--- config.mk ---
export PLATFORM = sky130hd
export DESIGN_NAME = mpw_ctrl
export DESIGN_NICKNAME = d
export VERILOG_FILES = /design/src/mpw_pkg.sv /design/src/mpw_ctrl.sv
export SDC_FILE = /design/constraint.sdc
export NUM_CORES = 1
export LEC_CHECK = 0
export BUFFER_PORTS_ARGS = -buffer_cell sky130_fd_sc_hd__buf_2
export CAP_MARGIN = 20
export CORE_AREA = 2 2 39 41
export DETAILED_ROUTE_END_ITERATION = 10
export DIE_AREA = 0 0 41 43
export PLACE_DENSITY = 0.44
export SYNTH_ARGS = -nofsm -noshare
export SYNTH_HDL_FRONTEND = slang
export SYNTH_SLANG_ARGS = --single-unit
--- constraint.sdc ---
create_clock -name clk -period 3 [get_ports clk]
set_input_delay 0.75 -clock clk [delete_from_list [all_inputs] [get_ports clk]]
set_output_delay 0.75 -clock clk [all_outputs]
set_load 0.05 [all_outputs]
--- src/mpw_pkg.sv ---
package mpw_pkg;

  // Defaults for the top-level parameters.
  localparam int MAX_WIDTH_DEF   = 1024;
  localparam int MAX_WINDOW_DEF  = 8;
  localparam int SAMPLE_BITS_DEF = 16;

  // Fixed field widths.
  localparam int HEIGHT_LIMIT = 1024;
  localparam int ROW_BITS     = 10;
  localparam int COL_OUT_BITS = 10;
  localparam int IMG_BITS     = 11;
  localparam int WIN_BITS     = 4;
  localparam int CFG_IDX_BITS = 3;

  // Configuration register indexes.
  localparam logic [CFG_IDX_BITS-1:0] CFG_IMAGE_WIDTH   = 3'd0;
  localparam logic [CFG_IDX_BITS-1:0] CFG_IMAGE_HEIGHT  = 3'd1;
  localparam logic [CFG_IDX_BITS-1:0] CFG_WINDOW_WIDTH  = 3'd2;
  localparam logic [CFG_IDX_BITS-1:0] CFG_WINDOW_HEIGHT = 3'd3;
  localparam logic [CFG_IDX_BITS-1:0] CFG_STRIDE_X      = 3'd4;
  localparam logic [CFG_IDX_BITS-1:0] CFG_STRIDE_Y      = 3'd5;

  // Register values after reset.
  localparam logic [IMG_BITS-1:0] IMAGE_WIDTH_RST   = 11'd32;
  localparam logic [IMG_BITS-1:0] IMAGE_HEIGHT_RST  = 11'd32;
  localparam logic [WIN_BITS-1:0] WINDOW_WIDTH_RST  = 4'd2;
  localparam logic [WIN_BITS-1:0] WINDOW_HEIGHT_RST = 4'd2;
  localparam logic [WIN_BITS-1:0] STRIDE_X_RST      = 4'd2;
  localparam logic [WIN_BITS-1:0] STRIDE_Y_RST      = 4'd2;

  // Commands from the controller to the datapath.
  typedef struct packed {
    logic cfg_write;
    logic accept;
    logic mem_rd;
    logic mem_wr;
    logic emit;
    logic step;
    logic advance;
  } cmd_t;

  // Status from the datapath to the controller.
  typedef struct packed {
    logic win_ok;
    logic win_emit;
    logic iter_last;
  } stat_t;

endpackage

--- src/mpw_ctrl.sv ---
module mpw_ctrl (
  input  logic          clk,
  input  logic          rst_n,
  input  logic          in_valid,
  output logic          in_ready,
  output logic          out_valid,
  input  logic          out_ready,
  input  logic          cfg_valid,
  output logic          cfg_ready,
  input  mpw_pkg::stat_t st,
  output mpw_pkg::cmd_t  cmd
);

  typedef enum logic [1:0] {
    ST_IDLE,
    ST_READ,
    ST_WRITE
  } state_t;

  state_t state_r, state_nxt;
  logic   out_valid_r, out_valid_nxt;
  logic   out_blocked;

  assign out_blocked = out_valid_r && !out_ready;

  always_comb begin
    state_nxt = state_r;
    cmd       = '0;
    unique case (state_r)
      ST_IDLE: begin
        if (in_valid) begin
          cmd.accept = 1'b1;
          state_nxt  = ST_READ;
        end
      end
      ST_READ: begin
        if (st.win_ok) begin
          cmd.mem_rd = 1'b1;
          state_nxt  = ST_WRITE;
        end else if (st.iter_last) begin
          cmd.advance = 1'b1;
          state_nxt   = ST_IDLE;
        end else begin
          cmd.step = 1'b1;
        end
      end
      ST_WRITE: begin
        // A finished window waits here while the previous result is still held.
        if (!(st.win_emit && out_blocked)) begin
          cmd.mem_wr = 1'b1;
          cmd.emit   = st.win_emit;
          if (st.iter_last) begin
            cmd.advance = 1'b1;
            state_nxt   = ST_IDLE;
          end else begin
            cmd.step  = 1'b1;
            state_nxt = ST_READ;
          end
        end
      end
      default: state_nxt = ST_IDLE;
    endcase
    cmd.cfg_write = cfg_valid && cfg_ready;
  end

  assign out_valid_nxt = out_blocked || cmd.emit;

  always_ff @(posedge clk) begin
    if (!rst_n) begin
      state_r     <= ST_IDLE;
      out_valid_r <= 1'b0;
    end else begin
      state_r     <= state_nxt;
      out_valid_r <= out_valid_nxt;
    end
  end

  assign in_ready  = (state_r == ST_IDLE);
  assign cfg_ready = (state_r == ST_IDLE) && !in_valid;
  assign out_valid = out_valid_r;

`ifndef SYNTHESIS
  a_emit_not_over_pending: assert property (@(posedge clk) disable iff (!rst_n)
    cmd.emit |-> !out_blocked)
    else $error("result emitted while previous result still pending");
  a_read_then_write: assert property (@(posedge clk) disable iff (!rst_n)
    cmd.mem_rd |=> (state_r == ST_WRITE) && !cmd.accept)
    else $error("memory read not followed by its update");
  a_valid_from_emit: assert property (@(posedge clk) disable iff (!rst_n)
    $rose(out_valid_r) |-> $past(cmd.emit))
    else $error("output valid rose without an emit");
  a_cfg_excludes_input: assert property (@(posedge clk) disable iff (!rst_n)
    (in_valid && in_ready) |-> !cmd.cfg_write)
    else $error("configuration write and input transaction in the same cycle");
`endif

endmodule

; ---- Yosys cells after proc, flatten, opt, wreduce, memory -nomap -nowiden
; Index checks and enable logic that the tools add are counted.
[op_classes]
n_eq_ne = 5
mux = 16
n_reduce_logical = 9
[op_table]
columns = op, count
row1 = 2-bit two-way mux, 6
row2 = 1-bit two-way mux, 7
row3 = 2-bit case mux with 3 select lines, 1
row4 = 1-bit logical AND, 4
row5 = 4-bit two-way mux, 1
row6 = "2-bit inequality test, second input constant", 2
row7 = 2-bit case mux with 2 select lines, 1
row8 = "3-bit inequality test, second input constant", 1
row9 = 3-bit AND reduction, 1
row10 = "2-bit by 1-bit == test with 1-bit output, second input constant", 1
row11 = "2-bit == test, second input constant", 1
row12 = 1-bit logical NOT, 2
row13 = 2-bit logical NOT, 1
row14 = 1-bit logical OR, 1
[word_totals]
ff_bits = 3
in_bits = 8

; ---- Depth between registers and ports, before layout
[logic_depth]
word_depth = 6
ltp_mapped = 5
depth_no_buf = 5

; ---- Worst setup path after synthesis
; Ideal clock, no wire load.
[synth_path]
kind = input-to-output
start = input out_ready
end = output cmd[1] (netlist name)
arrival_time_ns = 2.087
t_required_ns = 2.250
path_slack_ns = 0.163
cell_stages = 3
cell_sequence = nand3b_1 a21oi_1 nor3b_1
[synth_rtl]
columns = item, line
row1 = "start, declared", mpw_ctrl.sv:7  ; input logic out_ready,
row2 = "end, declared", mpw_ctrl.sv:11  ; output mpw_pkg::cmd_t cmd

==> flow_metrics.tcl <==
set metrics [dict create \
    cts_hold_buf 0 \
    ioPinCount 18 \
    routed.top_layer "met3" \
    critical_path_class "in2out" \
    drive_above_1_share_pct 41.8 \
    hold_start "state_r[1]" \
    drc_errors 0 \
    regToRegSetupSlack_ps 1530 \
    syn_area_um2 295 \
    met2_length_um 268 \
    max_freq_mhz 424 \
    die_w_um 41 \
    clock-sinks 3 \
    start_kind "primary input" \
    rsz0062_at_grt "false" \
    final_common_cell "buf_2" \
    leakage_nw 0.220 \
    place_ws_ps 627 \
    slew_headroom_pct 78.7 \
    p_comb_share_pct 56.2 \
    dr.pass1.iters 4 \
    power.internal_uw 147 \
    ys_seq_area_share_pct 20.3 \
    final_cell_area_um2 427 \
    syn_nets 46 \
    cts-resized-gates 0 \
    num_vias 285 \
    drv_cap 0 \
    cts_root_buffer "clkbuf_4" \
    antenna_violating_nets_post_route 0 \
    grt_max_degree 7 \
    cts_max_level 1 \
    wl_met1_um 300 \
    ys_seq_elements 3 \
    synthToLayoutAreaGrowth_pct 44.5 \
    max_stage_delay_ps 200 \
    tightest_slew_ps 320 \
    via_per_inst 4.01 \
    worst_path_most_repeated_cell "buf_2" \
    syn_avg_cell_area_um2 8.68 \
    p_per_area_mw_per_mm2 656 \
    setup-violations-final 0 \
    finalMaxSlewViolations 0 \
    insertedDiodeCount 0 \
    ir_drop_v 0.000196 \
    postCtsSetupBuffers 0 \
    gp_congestion 0.693 \
    cp-end-kind "primary output" \
    arrival_ps 1610 \
    fp.dieH_um 43 \
    grt_pass1_wl_um 993 \
    crit_chain "buf_2 > nand3b_1 > a21oi_1 > and3b_1 > buf_2" \
    placed_cell_area_um2 400 \
    r2r_end "state_r[0]" \
    hold_path.class "reg2reg" \
    final_cell_mix "buf_2 (17), nor2b_1 (4), nand2_1 (4), and2_1 (4), ha_1 (4)" \
    setup_ws_ps 640 \
    start_util_pct 21.3 \
    p_sw_share_pct 47.4 \
    cts_buffers 3 \
    p_clk_share_pct 25.0 \
    antenna_found_initial 0 \
    grt_pass1_vias 257 \
    nFillCells 160 \
    tritoncts "done" \
    layout_min_cycle_time_ps 2360 \
    rows 14 \
    worstSkewPairLatency_ps 230 \
    synthCells 34 \
    finalSetupTns_ps 0 \
    finalHoldViolCount 0 \
    crit_path_max_fanout 2 \
    yosysWarnings 0 \
    fin_skew_ps 1.60 \
    rr_worst_depth 5 \
    port-buffer-count 17 \
    hold-path-endpoint "state_r[1]" \
    drt_iter0_markers 6 \
    finalWirelength_um 634 \
    clkSlewWorstSetupHoldPaths_ps 40 \
    clock_path_buffers 2 \
    dieArea_mm2 0.00176 \
    p_seq_share_pct 18.8 \
    whs_path_depth 2 \
    fin_nets 68 \
    timing.rr.start "state_r[0]" \
    status "complete, no violations" \
    cp_slowest_cell "buf_2" \
    routed-wl-met3_um 66 \
    ys_types 15 \
    hpwl_um 530 \
    post-route-period-util_pct 78.7 \
    core_mm2 0.00138 \
    p_sw_uw 133 \
    gr-total-overflow 0 \
    critical_path_required_ps 2250 \
    wl_per_cell_um 8.93 \
    groute.usage.overall_pct 8.43 \
]
logic make-up after synthesis:
kind of cell | count (synthesis) | synth area share [%]
and+or+nand+nor | 19 | 43.2
AOI/OAI and AO/OA | 4 | 10.2
adders and majority gates | 4 | 16.9
DFF | 3 | 20.3
buffers and inverters | 2 | 2.54
muxes | 2 | 6.78
stage by stage:
stage                     power [mW]  utilization [%]  hold slack, ps  instances
after detailed placement       0.212             28.9             507         67
final                          0.280             30.8             503         71
after global routing           0.302             30.8             541         71
after CTS                      0.286             30.8             512         71
after floorplan                0.179                -             468         34
after global placement         0.213             28.9             504         67
how the worst max path moves through the flow:
stage | end | startpoint | cells after the start | slack [ps]
finish | cmd[0] | out_ready | 5 | 640
CTS | cmd[0] | out_ready | 5 | 630
global placement | cmd[0] | out_ready | 5 | 630
detailed placement | cmd[0] | out_ready | 5 | 630
global route | cmd[0] | out_ready | 5 | 560
floorplan | cmd[1] | out_ready | 3 | 160
sequential cells by signal, indices dropped and copies added, names as in the netlist:
| name | count |
|---|---|
| state_r | 2 |
| out_valid | 1 |
Yosys cell counts:
| cell | number | share of area [%] |
|---|---|---|
| nor2b_1 | 4 | 8.5 |
| a311oi_2 | 1 | 5.1 |
| nor2_1 | 1 | 1.3 |
| nand3b_1 | 1 | 2.5 |
| nor2b_4 | 2 | 9.3 |
| and3b_1 | 1 | 3.0 |
| ha_1 | 4 | 17 |
| mux2i_1 | 2 | 6.8 |
| dfxtp_1 | 3 | 20 |
| o21ai_0 | 1 | 1.7 |
| nor3b_1 | 2 | 5.1 |
| nand2_1 | 4 | 5.1 |
| inv_1 | 2 | 2.5 |
| a21oi_1 | 2 | 3.4 |
| and2_1 | 4 | 8.5 |
metal layers:
| metal | vias to the layer above | GRT usage (%) |
|---|---|---|
| met5 | - | 0 |
| met4 | 0 | 8.00 |
| met3 | 0 | 1.57 |
| met2 | 12 | 10.9 |
| met1 | 116 | 10.9 |
| li1 | 157 | - |
cell type report:
cell class | count | area [um^2] | share of cell area, %
Multi-Input combinational cell | 29 | 228 | 53.4
Clock buffer | 4 | 26.3 | 6.16
Tap cell | 16 | 20.0 | 4.69
Timing Repair Buffer | 17 | 85.1 | 19.9
Inverter | 2 | 7.51 | 1.76
Sequential cell | 3 | 60.1 | 14.1
worst max-delay path: cells and delay by family:
family | cells | cell delay, ps
buf+inv | 2 | 320
simple gates | 2 | 360
compound gates | 1 | 180
power by group through the flow:
stage / clock [mW] / combinational, mW / sequential, mW
2_1_floorplan: 0 / 0.126 / 0.0533
3_5_place_dp: 0 / 0.158 / 0.0534
4_1_cts: 0.0746 / 0.159 / 0.0528
6_report: 0.0699 / 0.157 / 0.0526
5_1_grt: 0.0759 / 0.173 / 0.0537
3_3_place_gp: 0 / 0.160 / 0.0535
(Power assumes the default switching activity.)
